### src/rtl/core/lshs_pkg.sv
`timescale 1ns / 1ps

package lshs_pkg;

   // Frame bytes of the link setup exchange.
   localparam logic [7:0] FLAG_BYTE = 8'h7E;
   localparam logic [7:0] ADDR_CMD  = 8'h03;
   localparam logic [7:0] CTRL_SET  = 8'h07;
   localparam logic [7:0] CTRL_UA   = 8'h03;

   // Number of bytes in the SET frame.
   localparam int FRAME_LEN = 5;
   localparam int FRAME_IDX_W = 3;

   // Input item kinds.
   localparam logic [1:0] KIND_START = 2'd0;
   localparam logic [1:0] KIND_BYTE  = 2'd1;
   localparam logic [1:0] KIND_TICK  = 2'd2;

   // Result item kinds.
   localparam logic [1:0] RES_TX   = 2'd0;
   localparam logic [1:0] RES_CONN = 2'd1;
   localparam logic [1:0] RES_FAIL = 2'd2;

   // Configuration register map.
   localparam int CSR_INDEX_W = 1;
   localparam int CSR_DATA_W  = 16;
   localparam logic [CSR_INDEX_W-1:0] CSR_MAX_ATTEMPTS = 1'b0;
   localparam logic [CSR_INDEX_W-1:0] CSR_TIMEOUT      = 1'b1;

   localparam logic [3:0]  MAX_ATTEMPTS_RESET = 4'd3;
   localparam logic [15:0] TIMEOUT_RESET      = 16'd3;

   // Commands passed from the front part to the back part.
   typedef enum logic [1:0] {
      CMD_SET  = 2'd0,
      CMD_CONN = 2'd1,
      CMD_FAIL = 2'd2
   } cmd_type;

   // Link phase, one-hot.
   typedef enum logic [3:0] {
      PH_IDLE = 4'b0001,
      PH_WAIT = 4'b0010,
      PH_CONN = 4'b0100,
      PH_FAIL = 4'b1000
   } phase_type;

   // Frame hunter state, one-hot.
   typedef enum logic [4:0] {
      HUNT_FLAG = 5'b00001,
      HUNT_ADDR = 5'b00010,
      HUNT_CTRL = 5'b00100,
      HUNT_CHK  = 5'b01000,
      HUNT_SKIP = 5'b10000
   } hunt_type;

   // Byte of the SET frame at a given position.
   function automatic logic [7:0] set_frame_byte(input logic [FRAME_IDX_W-1:0] idx);
      logic [7:0] b;
      begin
         unique case (idx)
            3'd0: b = FLAG_BYTE;
            3'd1: b = ADDR_CMD;
            3'd2: b = CTRL_SET;
            3'd3: b = ADDR_CMD ^ CTRL_SET;
            3'd4: b = FLAG_BYTE;
            default: b = 8'h00;
         endcase
         return b;
      end
   endfunction

endpackage

### src/rtl/core/lshs_ifs.sv
`timescale 1ns / 1ps

// Input channel: start commands, received bytes and time ticks.
interface lshs_req_if;
   logic       valid;
   logic       ready;
   logic [1:0] kind;
   logic [7:0] rx_byte;

   modport source (output valid, output kind, output rx_byte, input ready);
   modport sink (input valid, input kind, input rx_byte, output ready);
endinterface

// Result channel: bytes to transmit and link status.
interface lshs_rsp_if;
   logic       valid;
   logic       ready;
   logic [1:0] result_kind;
   logic [7:0] tx_byte;
   logic       last_of_run;

   modport source (output valid, output result_kind, output tx_byte, output last_of_run,
                   input ready);
   modport sink (input valid, input result_kind, input tx_byte, input last_of_run,
                 output ready);
endinterface

### src/rtl/core/lshs_front.sv
`timescale 1ns / 1ps

module lshs_front
   import lshs_pkg::*;
(
   input  logic                   clock,
   input  logic                   reset,
   lshs_req_if.sink               req,
   input  logic                   csr_wr_en,
   input  logic [CSR_INDEX_W-1:0] csr_index,
   input  logic [CSR_DATA_W-1:0]  csr_wdata,
   input  logic                   queue_full,
   output logic                   push,
   output cmd_type                push_cmd
);

   logic [3:0]  max_attempts_ff, max_attempts_in;
   logic [15:0] timeout_ff, timeout_in;
   phase_type   phase_ff, phase_in;
   hunt_type    hunt_ff, hunt_in;
   logic [7:0]  addr_ff, addr_in;
   logic [7:0]  ctrl_ff, ctrl_in;
   logic [7:0]  chk_ff, chk_in;
   logic [3:0]  attempts_ff, attempts_in;
   logic [15:0] ticks_ff, ticks_in;
   logic [15:0] ticks_dec;
   logic        accept;
   logic        ua_ok;

   // A transaction is taken whenever the command queue has room.
   assign req.ready = !queue_full;
   assign accept    = req.valid && req.ready;

   assign ticks_dec = (ticks_ff != 16'd0) ? (ticks_ff - 16'd1) : 16'd0;
   assign ua_ok     = (addr_ff == ADDR_CMD) && (ctrl_ff == CTRL_UA) &&
                      (chk_ff == (addr_ff ^ ctrl_ff));

   // Configuration register writes.
   always_comb begin
      max_attempts_in = max_attempts_ff;
      timeout_in      = timeout_ff;
      if (csr_wr_en) begin
         unique case (csr_index)
            CSR_MAX_ATTEMPTS: max_attempts_in = csr_wdata[3:0];
            CSR_TIMEOUT:      timeout_in      = csr_wdata;
            default: ;
         endcase
      end
   end

   // Classify each transaction, update the link state and queue a command.
   always_comb begin
      phase_in    = phase_ff;
      hunt_in     = hunt_ff;
      addr_in     = addr_ff;
      ctrl_in     = ctrl_ff;
      chk_in      = chk_ff;
      attempts_in = attempts_ff;
      ticks_in    = ticks_ff;
      push        = 1'b0;
      push_cmd    = CMD_SET;
      if (accept) begin
         if (req.kind == KIND_START) begin
            attempts_in = 4'd1;
            ticks_in    = timeout_ff;
            hunt_in     = HUNT_FLAG;
            phase_in    = PH_WAIT;
            push        = 1'b1;
            push_cmd    = CMD_SET;
         end else if (phase_ff == PH_WAIT) begin
            if (req.kind == KIND_BYTE) begin
               unique case (hunt_ff)
                  HUNT_FLAG: begin
                     if (req.rx_byte == FLAG_BYTE) hunt_in = HUNT_ADDR;
                  end
                  HUNT_ADDR: begin
                     if (req.rx_byte != FLAG_BYTE) begin
                        addr_in = req.rx_byte;
                        hunt_in = HUNT_CTRL;
                     end
                  end
                  HUNT_CTRL: begin
                     if (req.rx_byte == FLAG_BYTE) begin
                        hunt_in = HUNT_ADDR;
                     end else begin
                        ctrl_in = req.rx_byte;
                        hunt_in = HUNT_CHK;
                     end
                  end
                  HUNT_CHK: begin
                     if (req.rx_byte == FLAG_BYTE) begin
                        hunt_in = HUNT_ADDR;
                     end else begin
                        chk_in  = req.rx_byte;
                        hunt_in = HUNT_SKIP;
                     end
                  end
                  HUNT_SKIP: begin
                     // The closing flag also opens the next frame.
                     if (req.rx_byte == FLAG_BYTE) begin
                        hunt_in = HUNT_ADDR;
                        if (ua_ok) begin
                           phase_in = PH_CONN;
                           push     = 1'b1;
                           push_cmd = CMD_CONN;
                        end
                     end
                  end
                  default: hunt_in = HUNT_FLAG;
               endcase
            end else if (req.kind == KIND_TICK) begin
               ticks_in = ticks_dec;
               if (ticks_dec == 16'd0) begin
                  if (attempts_ff < max_attempts_ff) begin
                     attempts_in = attempts_ff + 4'd1;
                     ticks_in    = timeout_ff;
                     hunt_in     = HUNT_FLAG;
                     push        = 1'b1;
                     push_cmd    = CMD_SET;
                  end else begin
                     phase_in = PH_FAIL;
                     push     = 1'b1;
                     push_cmd = CMD_FAIL;
                  end
               end
            end
         end
      end
   end

   always_ff @(posedge clock) begin
      if (reset) begin
         max_attempts_ff <= MAX_ATTEMPTS_RESET;
         timeout_ff      <= TIMEOUT_RESET;
         phase_ff        <= PH_IDLE;
         hunt_ff         <= HUNT_FLAG;
         addr_ff         <= 8'h00;
         ctrl_ff         <= 8'h00;
         chk_ff          <= 8'h00;
         attempts_ff     <= 4'd0;
         ticks_ff        <= 16'd0;
      end else begin
         max_attempts_ff <= max_attempts_in;
         timeout_ff      <= timeout_in;
         phase_ff        <= phase_in;
         hunt_ff         <= hunt_in;
         addr_ff         <= addr_in;
         ctrl_ff         <= ctrl_in;
         chk_ff          <= chk_in;
         attempts_ff     <= attempts_in;
         ticks_ff        <= ticks_in;
      end
   end

endmodule

### src/rtl/core/lshs_cmd_queue.sv
`timescale 1ns / 1ps

module lshs_cmd_queue
   import lshs_pkg::*;
#(
   parameter int DEPTH = 4
) (
   input  logic    clock,
   input  logic    reset,
   input  logic    push,
   input  cmd_type push_cmd,
   output logic    full,
   input  logic    pop,
   output logic    empty,
   output cmd_type pop_cmd
);

   localparam int PTR_W = (DEPTH > 1) ? $clog2(DEPTH) : 1;
   localparam int CNT_W = $clog2(DEPTH + 1);

   cmd_type          slots_ff [DEPTH];
   logic [PTR_W-1:0] wr_ptr_ff, wr_ptr_in;
   logic [PTR_W-1:0] rd_ptr_ff, rd_ptr_in;
   logic [CNT_W-1:0] count_ff, count_in;
   logic             do_push, do_pop;

   assign full    = (count_ff == CNT_W'(DEPTH));
   assign empty   = (count_ff == '0);
   assign do_push = push && !full;
   assign do_pop  = pop && !empty;
   assign pop_cmd = slots_ff[rd_ptr_ff];

   // Pointer and fill count updates with wrap at the queue depth.
   always_comb begin
      wr_ptr_in = wr_ptr_ff;
      rd_ptr_in = rd_ptr_ff;
      count_in  = count_ff;
      if (do_push) begin
         wr_ptr_in = (wr_ptr_ff == PTR_W'(DEPTH - 1)) ? '0 : wr_ptr_ff + 1'b1;
      end
      if (do_pop) begin
         rd_ptr_in = (rd_ptr_ff == PTR_W'(DEPTH - 1)) ? '0 : rd_ptr_ff + 1'b1;
      end
      if (do_push && !do_pop) begin
         count_in = count_ff + 1'b1;
      end else if (do_pop && !do_push) begin
         count_in = count_ff - 1'b1;
      end
   end

   always_ff @(posedge clock) begin
      if (reset) begin
         wr_ptr_ff <= '0;
         rd_ptr_ff <= '0;
         count_ff  <= '0;
      end else begin
         wr_ptr_ff <= wr_ptr_in;
         rd_ptr_ff <= rd_ptr_in;
         count_ff  <= count_in;
      end
   end

   // Command storage.
   always_ff @(posedge clock) begin
      if (do_push) begin
         slots_ff[wr_ptr_ff] <= push_cmd;
      end
   end

endmodule

### src/rtl/core/lshs_back.sv
`timescale 1ns / 1ps

module lshs_back
   import lshs_pkg::*;
(
   input  logic       clock,
   input  logic       reset,
   input  logic       queue_empty,
   input  cmd_type    queue_cmd,
   output logic       pop,
   lshs_rsp_if.source rsp
);

   logic                   busy_ff, busy_in;
   logic [FRAME_IDX_W-1:0] idx_ff, idx_in;
   logic                   valid_ff, valid_in;
   logic [1:0]             kind_ff, kind_in;
   logic [7:0]             byte_ff, byte_in;
   logic                   last_ff, last_in;
   logic                   advance;

   // The output register may load when it is empty or being drained.
   assign advance = !valid_ff || rsp.ready;
   assign pop     = advance && !busy_ff && !queue_empty;

   // Produce one result transaction per cycle while the receiver takes them: the rest of
   // a SET frame first, then the next queued command.
   always_comb begin
      busy_in  = busy_ff;
      idx_in   = idx_ff;
      valid_in = valid_ff;
      kind_in  = kind_ff;
      byte_in  = byte_ff;
      last_in  = last_ff;
      if (advance) begin
         valid_in = 1'b0;
         if (busy_ff) begin
            valid_in = 1'b1;
            kind_in  = RES_TX;
            byte_in  = set_frame_byte(idx_ff);
            last_in  = (idx_ff == FRAME_IDX_W'(FRAME_LEN - 1));
            idx_in   = idx_ff + 1'b1;
            busy_in  = (idx_ff != FRAME_IDX_W'(FRAME_LEN - 1));
         end else if (!queue_empty) begin
            valid_in = 1'b1;
            unique case (queue_cmd)
               CMD_SET: begin
                  kind_in = RES_TX;
                  byte_in = set_frame_byte('0);
                  last_in = 1'b0;
                  idx_in  = FRAME_IDX_W'(1);
                  busy_in = 1'b1;
               end
               CMD_CONN: begin
                  kind_in = RES_CONN;
                  byte_in = 8'h00;
                  last_in = 1'b1;
               end
               CMD_FAIL: begin
                  kind_in = RES_FAIL;
                  byte_in = 8'h00;
                  last_in = 1'b1;
               end
               default: begin
                  valid_in = 1'b0;
               end
            endcase
         end
      end
   end

   always_ff @(posedge clock) begin
      if (reset) begin
         busy_ff  <= 1'b0;
         idx_ff   <= '0;
         valid_ff <= 1'b0;
      end else begin
         busy_ff  <= busy_in;
         idx_ff   <= idx_in;
         valid_ff <= valid_in;
      end
   end

   always_ff @(posedge clock) begin
      kind_ff <= kind_in;
      byte_ff <= byte_in;
      last_ff <= last_in;
   end

   assign rsp.valid       = valid_ff;
   assign rsp.result_kind = kind_ff;
   assign rsp.tx_byte     = byte_ff;
   assign rsp.last_of_run = last_ff;

endmodule

### src/rtl/core/link_setup_frame_handshake_core.sv
`timescale 1ns / 1ps

// Link setup handshake, transmitter side. A start transaction makes the block send the
// SET frame 7E 03 07 04 7E as five result transactions and wait for a UA frame
// (address 03, control 03, check 00) among the received bytes; tick transactions count
// down the timeout, after which SET is sent again until max_attempts transmissions are
// used and a failure result follows. The front part takes one input transaction every
// cycle while its command queue of QUEUE_DEPTH entries has room; the back part delivers
// one result transaction per cycle while the receiver is ready, and the first result of
// an input passes through the command queue and the output register. Sustained
// throughput is bounded by that output drain rate whenever SET frames are frequent.
// Configuration writes take effect at once and should be issued while the block is idle.

module link_setup_frame_handshake_core
   import lshs_pkg::*;
#(
   parameter int QUEUE_DEPTH = 4
) (
   input  logic                   clock,
   input  logic                   reset,
   lshs_req_if.sink               req,
   lshs_rsp_if.source             rsp,
   input  logic                   csr_wr_en,
   input  logic [CSR_INDEX_W-1:0] csr_index,
   input  logic [CSR_DATA_W-1:0]  csr_wdata
);

   logic    queue_full;
   logic    queue_empty;
   logic    push;
   logic    pop;
   cmd_type push_cmd;
   cmd_type pop_cmd;

   // Front part: accepts and classifies transactions, keeps the link state.
   lshs_front u_front (
      .clock      (clock),
      .reset      (reset),
      .req        (req),
      .csr_wr_en  (csr_wr_en),
      .csr_index  (csr_index),
      .csr_wdata  (csr_wdata),
      .queue_full (queue_full),
      .push       (push),
      .push_cmd   (push_cmd)
   );

   // Command queue between the two parts.
   lshs_cmd_queue #(
      .DEPTH (QUEUE_DEPTH)
   ) u_queue (
      .clock    (clock),
      .reset    (reset),
      .push     (push),
      .push_cmd (push_cmd),
      .full     (queue_full),
      .pop      (pop),
      .empty    (queue_empty),
      .pop_cmd  (pop_cmd)
   );

   // Back part: turns commands into result transactions.
   lshs_back u_back (
      .clock       (clock),
      .reset       (reset),
      .queue_empty (queue_empty),
      .queue_cmd   (pop_cmd),
      .pop         (pop),
      .rsp         (rsp)
   );

endmodule

### src/flat_wrapper.sv
// flat-port wrapper written by rule: the top's interface ports become plain ports
module link_setup_frame_handshake_core_flat import lshs_pkg::*;
#(
   parameter int QUEUE_DEPTH = 4
)
  (clock, reset, csr_wr_en, csr_index, csr_wdata, req_valid, req_kind, req_rx_byte, req_ready, rsp_valid, rsp_result_kind, rsp_tx_byte, rsp_last_of_run, rsp_ready);
  lshs_req_if req_i ();
  lshs_rsp_if rsp_i ();
  input  logic clock;
  input  logic reset;
  input  logic csr_wr_en;
  input  logic [CSR_INDEX_W-1:0] csr_index;
  input  logic [CSR_DATA_W-1:0] csr_wdata;
  input wire logic [$bits(req_i.valid)-1:0] req_valid;
  input wire logic [$bits(req_i.kind)-1:0] req_kind;
  input wire logic [$bits(req_i.rx_byte)-1:0] req_rx_byte;
  output wire logic [$bits(req_i.ready)-1:0] req_ready;
  output wire logic [$bits(rsp_i.valid)-1:0] rsp_valid;
  output wire logic [$bits(rsp_i.result_kind)-1:0] rsp_result_kind;
  output wire logic [$bits(rsp_i.tx_byte)-1:0] rsp_tx_byte;
  output wire logic [$bits(rsp_i.last_of_run)-1:0] rsp_last_of_run;
  input wire logic [$bits(rsp_i.ready)-1:0] rsp_ready;
  assign req_i.valid = req_valid;
  assign req_i.kind = req_kind;
  assign req_i.rx_byte = req_rx_byte;
  assign req_ready = req_i.ready;
  assign rsp_valid = rsp_i.valid;
  assign rsp_result_kind = rsp_i.result_kind;
  assign rsp_tx_byte = rsp_i.tx_byte;
  assign rsp_last_of_run = rsp_i.last_of_run;
  assign rsp_i.ready = rsp_ready;
  link_setup_frame_handshake_core #(.QUEUE_DEPTH(QUEUE_DEPTH)) u_core (.clock(clock), .reset(reset), .req(req_i), .rsp(rsp_i), .csr_wr_en(csr_wr_en), .csr_index(csr_index), .csr_wdata(csr_wdata));
endmodule
### config.mk
export PLATFORM = sky130hd
export DESIGN_NAME = link_setup_frame_handshake_core_flat
export DESIGN_NICKNAME = d
export VERILOG_FILES = /design/src/rtl/core/lshs_pkg.sv /design/src/rtl/core/lshs_ifs.sv /design/src/rtl/core/lshs_front.sv /design/src/rtl/core/lshs_cmd_queue.sv /design/src/rtl/core/lshs_back.sv /design/src/rtl/core/link_setup_frame_handshake_core.sv /design/src/flat_wrapper.sv
export SDC_FILE = /design/constraint.sdc
export NUM_CORES = 1
export LEC_CHECK = 0
export BUFFER_PORTS_ARGS = -buffer_cell sky130_fd_sc_hd__buf_4
export CORE_MARGIN = 2
export CORE_UTILIZATION = 50
export CTS_BUF_LIST = sky130_fd_sc_hd__clkbuf_4 sky130_fd_sc_hd__clkbuf_8
export DETAILED_ROUTE_END_ITERATION = 10
export PLACE_DENSITY = 0.77
export SLEW_MARGIN = 20
export SYNTH_ARGS = -nofsm -noshare
export SYNTH_HDL_FRONTEND = slang
export SYNTH_HIERARCHICAL = 1
export SYNTH_SLANG_ARGS = --single-unit
### constraint.sdc
create_clock -name clock -period 11.33 [get_ports clock]
set_input_delay 1.133 -clock clock [delete_from_list [all_inputs] [get_ports clock]]
set_output_delay 1.133 -clock clock [all_outputs]
set_load 0.05 [all_outputs]
Word-level counts from Yosys, hierarchy flattened
Memories as Yosys holds them, arrays and structs flattened. A register that Yosys moved wholly into a read port is not among the register bits.
Cells that the tools add are included.
Widths: inputs -> output; s select.
Operators by class
  $add $sub $neg: 7
  order comparisons: 1
  eq/ne operators: 31
  mux-type cells: 78
  bitwise logic cells: 4
  reductions and logical operators: 49
Operators by type and width (count)
  $mux 16: 7
  $mux 4: 16
  $mux 5: 9
  $pmux 7 s4: 1
  $mux 2: 12
  $reduce_and 6->1: 4
  $mux 1: 22
  $pmux 5 s4: 1
  $eq 8x2->1 const B: 2
  $logic_not 16->1: 1
  $mux 8: 2
  $pmux 8 s2: 1
  $reduce_bool 16->1: 1
  $sub 16x1->16 const B: 1
  $mux 3: 5
  $reduce_bool 2->1: 6
  $reduce_bool 3->1: 4
  $logic_and 1x1->1: 9
  $ne 3x3->1 const B: 3
  $reduce_and 3->1: 3
  $eq 2x2->1 const B: 4
  $eq 8x7->1 const B: 1
  $eq 8x8->1: 1
  $ne 8x7->1 const B: 1
  35 further kinds: 53
Word-level totals
  flip-flop bits (word level): 96
  RAM bits: 8
  input port bits: 32
  output and inout bits: 13
  logic and storage cells: 189
  memories kept: 1
Memories
  u_core.u_queue.slots_ff: depth 4, bits a word 2, read ports 1, clocked after Yosys merged registers in 1, wr ports 1, line lshs_cmd_queue.sv:21  | cmd_type slots_ff [DEPTH];

Longest topological paths before layout
Gate-level depths: netlist of the first run.
  word-level depth: 15
  gate-level depth with buffers: 17
  depth with buffers taken out: 16

Hierarchy
Netlist of the first run, hierarchy kept.
Modules (own cells, without submodules)
  lshs_front: instances 1, cells each 485, area each 3977.6 sq um, seq. area each 1461.4 sq um
  lshs_cmd_queue: instances 1, cells each 60, area each 788.3 sq um, seq. area each 420.4 sq um
  lshs_back: instances 1, cells each 70, area each 739.5 sq um, seq. area each 310.3 sq um

Worst setup path before layout of the first run
Ideal clock, no wire load.
  kind: register to register
  from: register u_core.u_front.ticks_ff[8]
  to: register u_core.u_queue.count_ff[2]
  setup time: 70 ps
  data arrival time: 3999 ps
  required time: 11260 ps
  setup slack: 7261 ps
  stages on the path, launching flop included: 17
  buffers on the path: 2
  clock period less this slack: 4069 ps
  cell sequence: dfxtp_1 -> buf_2 -> or4_1 -> o41ai_2 -> and3_1 -> a31oi_1 -> buf_2 -> o32ai_1 -> and2_1 -> bufinv_8 -> nor2_2 -> ha_1 -> inv_1 -> fa_1 -> xor2_1 -> or3_1 -> a21oi_1
On the way
  cells in the longest elaborated chain, start to end: 13
  elaborated cells on any way between the ends: 16
  those cells by class: add/sub: 1; mux: 8; reduce/logical: 7
Ends and longest elaborated chain
  from (decl): line lshs_front.sv:25  | logic [15:0] ticks_ff, ticks_in;
  from (signal assigned): line lshs_front.sv:151  | ticks_ff <= ticks_in;
  $sub 16x1->16 / $reduce_bool 16->1 (equally long branches): line lshs_front.sv:34  | assign ticks_dec = (ticks_ff != 16'd0) ? (ticks_ff - 16'd1) : 16'd0;
  $mux 16 (*): line lshs_front.sv:34
  $logic_not 16->1 (*): line lshs_front.sv:113  | if (ticks_dec == 16'd0) begin
  $mux 1 (*): line lshs_front.sv:113
  $mux 1 (*): line lshs_front.sv:111  | end else if (req.kind == KIND_TICK) begin
  $mux 1 (*): line lshs_front.sv:71  | if (req.kind == KIND_BYTE) begin
  $mux 1 (*): line lshs_front.sv:70  | end else if (phase_ff == PH_WAIT) begin
  $mux 1 (*): line lshs_front.sv:63  | if (req.kind == KIND_START) begin
  $mux 1 (*): line lshs_front.sv:62  | if (accept) begin
  named net u_core.push: line link_setup_frame_handshake_core.sv:30  | logic push;
  $logic_and 1x1->1 (*): line lshs_cmd_queue.sv:29  | assign do_push = push && !full;
  named net u_core.u_queue.do_push: line lshs_cmd_queue.sv:25  | logic do_push, do_pop;
  $logic_not 1->1: line lshs_cmd_queue.sv:46  | end else if (do_pop && !do_push) begin
  $logic_and 1x1->1: line lshs_cmd_queue.sv:46
  $reduce_bool 2->1 (no source line)
  to (signal assigned): line lshs_cmd_queue.sv:59  | count_ff <= count_in;
  to (decl): line lshs_cmd_queue.sv:24  | logic [CNT_W-1:0] count_ff, count_in;
The timed path passes the listed nets; every way through them passes the cells marked *.
A chain may end at the register's enable or synchronous reset.

Worst setup path after layout of the first run
  from: register u_core.u_front.ticks_ff[0]
  to: register u_core.u_queue.count_ff[2]
The elaborated chain is that of the path after synthesis.

==> impl_metrics.toml, run 1 <==
[yosys]
synth_async_sr_flop_share = 0
synth-seq-cells = 102
ys_seq_area_frac = 0.398
synth_nets = 669
synth-main-ff-cell = "dfxtp_1"
synthTopCellsByArea = "dfxtp_1, edfxtp_1, mux2i_1"
synth-edff-count = 15
synth_common_cells = "dfxtp_1, nor2_1, nand2_1, a21oi_1, mux2i_1"
synth_top_family_by_area = "simple AND/OR/NAND/NOR gates"
ys.warnings.count = 6
avgSynthCellArea_um2 = 8.95
synth_xor_area_frac = 0.0318
muxShareOfSynthArea = 0.0630
yosysMostFrequentCell = "dfxtp_1"
yosys.area.top_type_share = 0.316
syn_inst = 615
synth_fa_ha_area_frac = 0.0514
yosys.area_share.simple = 0.235
synth_compound_area_frac = 0.161
synth_cell_types = 79
syn_area_mm2 = 0.00551
yosysTopAreaCell = "dfxtp_1"

[timing]
tns_ns = 0
grt_setup_unrepaired = "false"
worst_pin_slew_ns = 0.899
slew-limit-headroom = 0.398
max_freq_mhz = 222
setup_viol = 0
skew_ns = 0.0117
hold_viol = 0
fin_crit_ns = 4.51
slew_violations = 0
fin_crit_sh = 0.398

[power_and_ir_drop]
peakVddDrop_uv = 78.8
p_leak_nw = 2.36
design_power_total_mw = 0.829
p_per_area_mw_per_mm2 = 138

[floorplanning]
io_pins = 45
rows = 38
fp.dieW_um = 109
core_area_mm2 = 0.0108
die_height_um = 109
die-area_mm2 = 0.0119
initial_utilization = 0.510

[detailed_routing]
ant_nets = 0
dr_total_vias = 4585
drtPass1Iterations = 5
drt-wirelength-per-cell_um = 15.4
vias_per_cell = 5.90
routed_wl_um = 11900
drc = 0
dr.first_iter.drc_count = 525

[flow_run]
maxCapViolCount = 0

[grt]
grt_pass1_wl_um = 19800
met3_usage = 0.0281
grt.total_usage = 0.208
grt_util_met2 = 0.335
grt.busiest_layer = "met2"
globalRoute.totalOverflow = 0
met1_usage = 0.279
grt_max_degree = 77
antenna_found_initial = 0
grt_pass1_vias = 4129

[clock_tree]
cts_hold_buffers = 0
cts_buffer_depth = 2
clock_latency_ns = 0.37
cts_max_level = 3
post_cts_buffers = 0
cts_buffers = 9
cts.reportedPaths.clkPinSlew_ns = 0.10
root_buffer = "clkbuf_8"
cts_tree = "done"
clock_sinks = 102
ctsResizeCount = 0

[placed_design]
io_buffer_count = 43
gp_congestion = 0.968
hpwlAfterDp_um = 8620

[worst_setup_path]
timing.rr.start = "u_core/u_front/ticks_ff[0]"
worstSetupPathType = "register to register"
setup.worst_path.start = "u_core/u_front/ticks_ff[0]"
cp-start-kind = "register"
crit_required_ns = 11.63
worst_setup_path_end_kind = "register"
arrival_ns = 4.80
critPathMaxFanout = 8

[min_path]
min-delay-start = "u_core/u_front/timeout_ff[3]"
hp-class = "register to register"

[cells_and_area]
area_growth_pct = 9.25
nFillCells = 968
fin_nets = 686
layout-drive-gt1-share = 0.138
final_util = 0.557
antenna_cells = 0

[run_status]
status = "finished clean"
-- area by class of cell --
class                      count  area [um^2]  area share
sequential                   102         2190       0.364
timing repair buffer          47          353      0.0587
clock buffer                  10          131      0.0218
clock inverter                 6         68.8      0.0114
inverter                      23          105      0.0175
multi-input combinational    449         2990       0.497
tap                          140          175      0.0291
-- final timing paths --
check	to	slack (ns)	depth (start not counted)
setup / recovery	u_core/u_queue/count_ff[2]	6.82	16
setup reg to reg	u_core/u_queue/count_ff[2]	6.82	16
hold reg to reg	u_core/u_front/timeout_ff[3]	0.47	2
hold / removal	u_core/u_front/timeout_ff[3]	0.47	2
-- worst max-delay path, stage by stage (launching register included) --
cell      delay (ns)
dfxtp_1         0.38
inv_1           0.10
ha_1            0.30
nor4b_2         0.40
nand3_1         0.26
nor2_2          0.40
o211ai_1        0.18
o32ai_1         0.46
and2_1          0.31
bufinv_8        0.22
nor2_2          0.14
ha_1            0.20
inv_1           0.07
fa_1            0.42
xor2_1          0.15
or3_1           0.30
a21oi_1         0.14
-- placed cells by master (no fill, tap or decap), drive strengths merged, types with 4 or more instances in the layout --
master and n:
a211oi 4, a21oi 44, a311oi 5, and2 4, and3 8, buf 47
clkbuf 10, dfxtp 87, edfxtp 15, ha 21, inv 23, mux2i 29
nand2 62, nand2b 6, nand3 12, nand4 6, nand4b 4, nor2 72
nor2b 7, nor3 29, nor4 7, o211ai 11, o21a 9, o21ai 14
o22ai 7, o31ai 8, or3 7, or4 8, xnor2 5, xor2 7
-- through the flow --
step	hold slack, ns	setup WS [ns]	cell area (um^2)	instances
after detailed placement	0.442	6.91	5810	761
after CTS	0.466	6.88	6010	777
after floorplan	0.428	7.26	5510	615
after global routing	0.483	6.44	6010	777
final	0.468	6.82	6010	777
after global placement	0.441	6.99	5810	761
-- where the power goes --
group | internal, mW | switching (mW)
logic | 0.0699 | 0.124
registers | 0.384 | 0.0139
clock network | 0.107 | 0.130
-- sequential cells by signal, summed over array words and instances, names as in the netlist, named ones only --
signal / flops
u_core/u_back/busy_ff: 1
u_core/u_back/idx_ff: 3
u_core/u_back/rsp.last_of_run: 1
u_core/u_back/rsp.result_kind: 2
u_core/u_back/rsp.tx_byte: 4
u_core/u_back/rsp.valid: 1
u_core/u_front/addr_ff: 8
u_core/u_front/attempts_ff: 4
u_core/u_front/chk_ff: 8
u_core/u_front/ctrl_ff: 8
u_core/u_front/hunt_ff: 5
u_core/u_front/max_attempts_ff: 4
u_core/u_front/phase_ff: 4
u_core/u_front/ticks_ff: 16
u_core/u_front/timeout_ff: 16
u_core/u_queue/count_ff: 3
u_core/u_queue/rd_ptr_ff: 2
u_core/u_queue/slots_ff: 8
u_core/u_queue/wr_ptr_ff: 2
-- per-layer routing --
metal / vias up / share of wire
met1: 2170 / 0.47
met5: - / 0
met3: 27 / 0.044
met4: 0 / 0.024
met2: 148 / 0.47
li1: 2240 / -
-- kinds of logic after synthesis --
family	count (synthesis)
AOI/OAI and AO/OA	127
xor gates and xnor gates	15
adders and majority gates	22
buffers and inverters	64
DFF	102
muxes	32
other	1
and+or+nand+nor	252
(Power assumes the default switching activity.)
==> run 2: changes to the inputs <==
- PLACE_DENSITY: 0.77 -> 0.8
- clock period: 11.33 -> 3.81 ns (I/O delays scaled with it)
==> run 2 against run 1 <==
Net effect:
- largest cell class unchanged
- global-route usage up 0.92 points
- via count up 0.46%
- largest power group unchanged
- sequential power rose to 3.0 times the previous value
- cell area increased by 5.4%
- routed wire length increased by 5.4%
- die area unchanged
- clock skew fell by 0.0033 ns
- critical path type unchanged
==> impl_metrics.toml, run 2 (synthesized netlist as in run 1, its figures left out) <==
[worst_setup_path]
arrival_ns = 3.97
cp-start-kind = "register"
worstSetupPathType = "register to register"
worst_setup_path_end_kind = "register"
crit_required_ns = 4.11
critPathMaxFanout = 7

[placed_design]
hpwlAfterDp_um = 9060
dpl_worst_slack_ns = -0.0150
io_buffer_count = 43
gp_congestion = 0.946

[timing]
worst_pin_slew_ns = 0.823
skew_ns = 0.00846
slew-limit-headroom = 0.451
max_freq_mhz = 272
tns_ns = 0
setup_viol = 0
fin_ws_ns = 0.133
fin_crit_ns = 3.68
grt_setup_unrepaired = "false"
fin_crit_sh = 0.965
slew_violations = 0
hold_viol = 0

[clock_tree]
cts_tree = "done"
cts.reportedPaths.clkPinSlew_ns = 0.09
cts_max_level = 3
root_buffer = "clkbuf_8"
cts_hold_buffers = 0
clock_latency_ns = 0.37
clock_sinks = 102
cts_buffers = 9
cts_buffer_depth = 2

[detailed_routing]
drc = 0
drtPass1Iterations = 5
vias_per_cell = 5.72
dr_total_vias = 4606
dr.first_iter.drc_count = 364
ant_nets = 0
routed_wl_um = 12600
drt-wirelength-per-cell_um = 15.6

[cells_and_area]
most-common-layout-cells = "dfxtp_1, buf_4, nor2_1"
area_growth_pct = 15.1
layout-drive-gt1-share = 0.200
layout_commonest_cell = "dfxtp_1"
nFillCells = 930
reg_top3 = "u_core/u_front/ticks_ff (16), u_core/u_front/timeout_ff (16)"
fin_nets = 714
antenna_cells = 0

[grt]
grt.total_usage = 0.218
globalRoute.totalOverflow = 0
grt_max_degree = 77
grt_pass1_vias = 4366
antenna_found_initial = 0
grt_pass1_wl_um = 20500

[floorplanning]
io_pins = 45
core_area_mm2 = 0.0108
fp.dieW_um = 109
die_height_um = 109
initial_utilization = 0.510
rows = 38
die-area_mm2 = 0.0119

[min_path]
hp-class = "primary input to register"

[flow_run]
maxCapViolCount = 0

[run_status]
status = "finished clean"

[power_and_ir_drop]
p_leak_nw = 2.53
peakVddDrop_uv = 285
p_per_area_mw_per_mm2 = 394
run 2: changes by cell type in the layout (fill, tap and decap cells not counted), sizes merged:
cell | previous run | this run
buf | 47 | 75
bufinv | 2 | 0
clkbuf | 10 | 12
clkinv | 3 | 4
clkinvlp | 1 | 0
run 2: repair_timing:
action,in CTS,in global routing
setup buffers,1,5
endpoints found under the setup margin,1,1
pin swaps,7,17
resized for setup,6,9
hold endpoints to repair,0,0
run 2: metal layers:
metal  up-vias  routed length (um)  global-route usage
li1       2289                   -                   -
met5         -                   0                   0
met1      2173                5700               0.288
met4         0                 214              0.0659
met2       125                6070               0.359
met3        19                 597              0.0418
run 2: path summary, 6_finish.rpt:
check	endpoint	slack [ns]	start	cells after the start
setup reg to reg	u_core/u_queue/count_ff[2]	0.13	u_core/u_front/ticks_ff[12]	15
setup / recovery	u_core/u_queue/count_ff[2]	0.13	u_core/u_front/ticks_ff[12]	15
hold reg to reg	u_core/u_front/timeout_ff[7]	0.46	u_core/u_front/timeout_ff[7]	2
hold / removal	u_core/u_front/timeout_ff[1]	0.23	csr_wdata[1]	3
run 2: cell type report:
class / instances / area (um^2) / share of cell area
Inverter: 23 / 98.8 / 0.0156
Clock buffer: 12 / 159 / 0.0251
Clock inverter: 4 / 28.8 / 0.00454
Multi-Input combinational cell: 449 / 3110 / 0.491
Timing Repair Buffer: 75 / 567 / 0.0894
Tap cell: 140 / 175 / 0.0276
Sequential cell: 102 / 2190 / 0.346
run 2: report_power, final:
part / leakage (nW) / total (mW) / internal, mW / switching (mW)
logic: 1.59 / 0.663 / 0.253 / 0.410
clock network: 0.101 / 0.654 / 0.284 / 0.370
registers: 0.840 / 1.18 / 1.14 / 0.0366
total: 2.53 / 2.50 / 1.68 / 0.817
run 2: worst max-delay path: stages (launching register included):
cell and delay (ns):
dfxtp_1 0.33, buf_4 0.17, nor4_1 0.60, a2111o_1 0.26, o2111a_2 0.22, o211ai_1 0.14, o32ai_4 0.31, and2_4 0.23
inv_8 0.03, nor2_4 0.11, ha_4 0.16, inv_2 0.04, fa_2 0.32, xor2_1 0.17, or3_1 0.39, a21oi_2 0.13
run 2: metrics by stage:
stage	util	cells	hold WS, ns	cell area, um^2	total power [mW]
finish	0.587	805	0.233	6340	2.50
global placement	0.559	783	0.437	6030	1.81
global route	0.587	805	0.221	6340	2.62
detailed placement	0.559	783	0.448	6030	1.83
CTS	0.581	800	0.226	6270	2.48
floorplan	-	615	0.428	5560	1.66
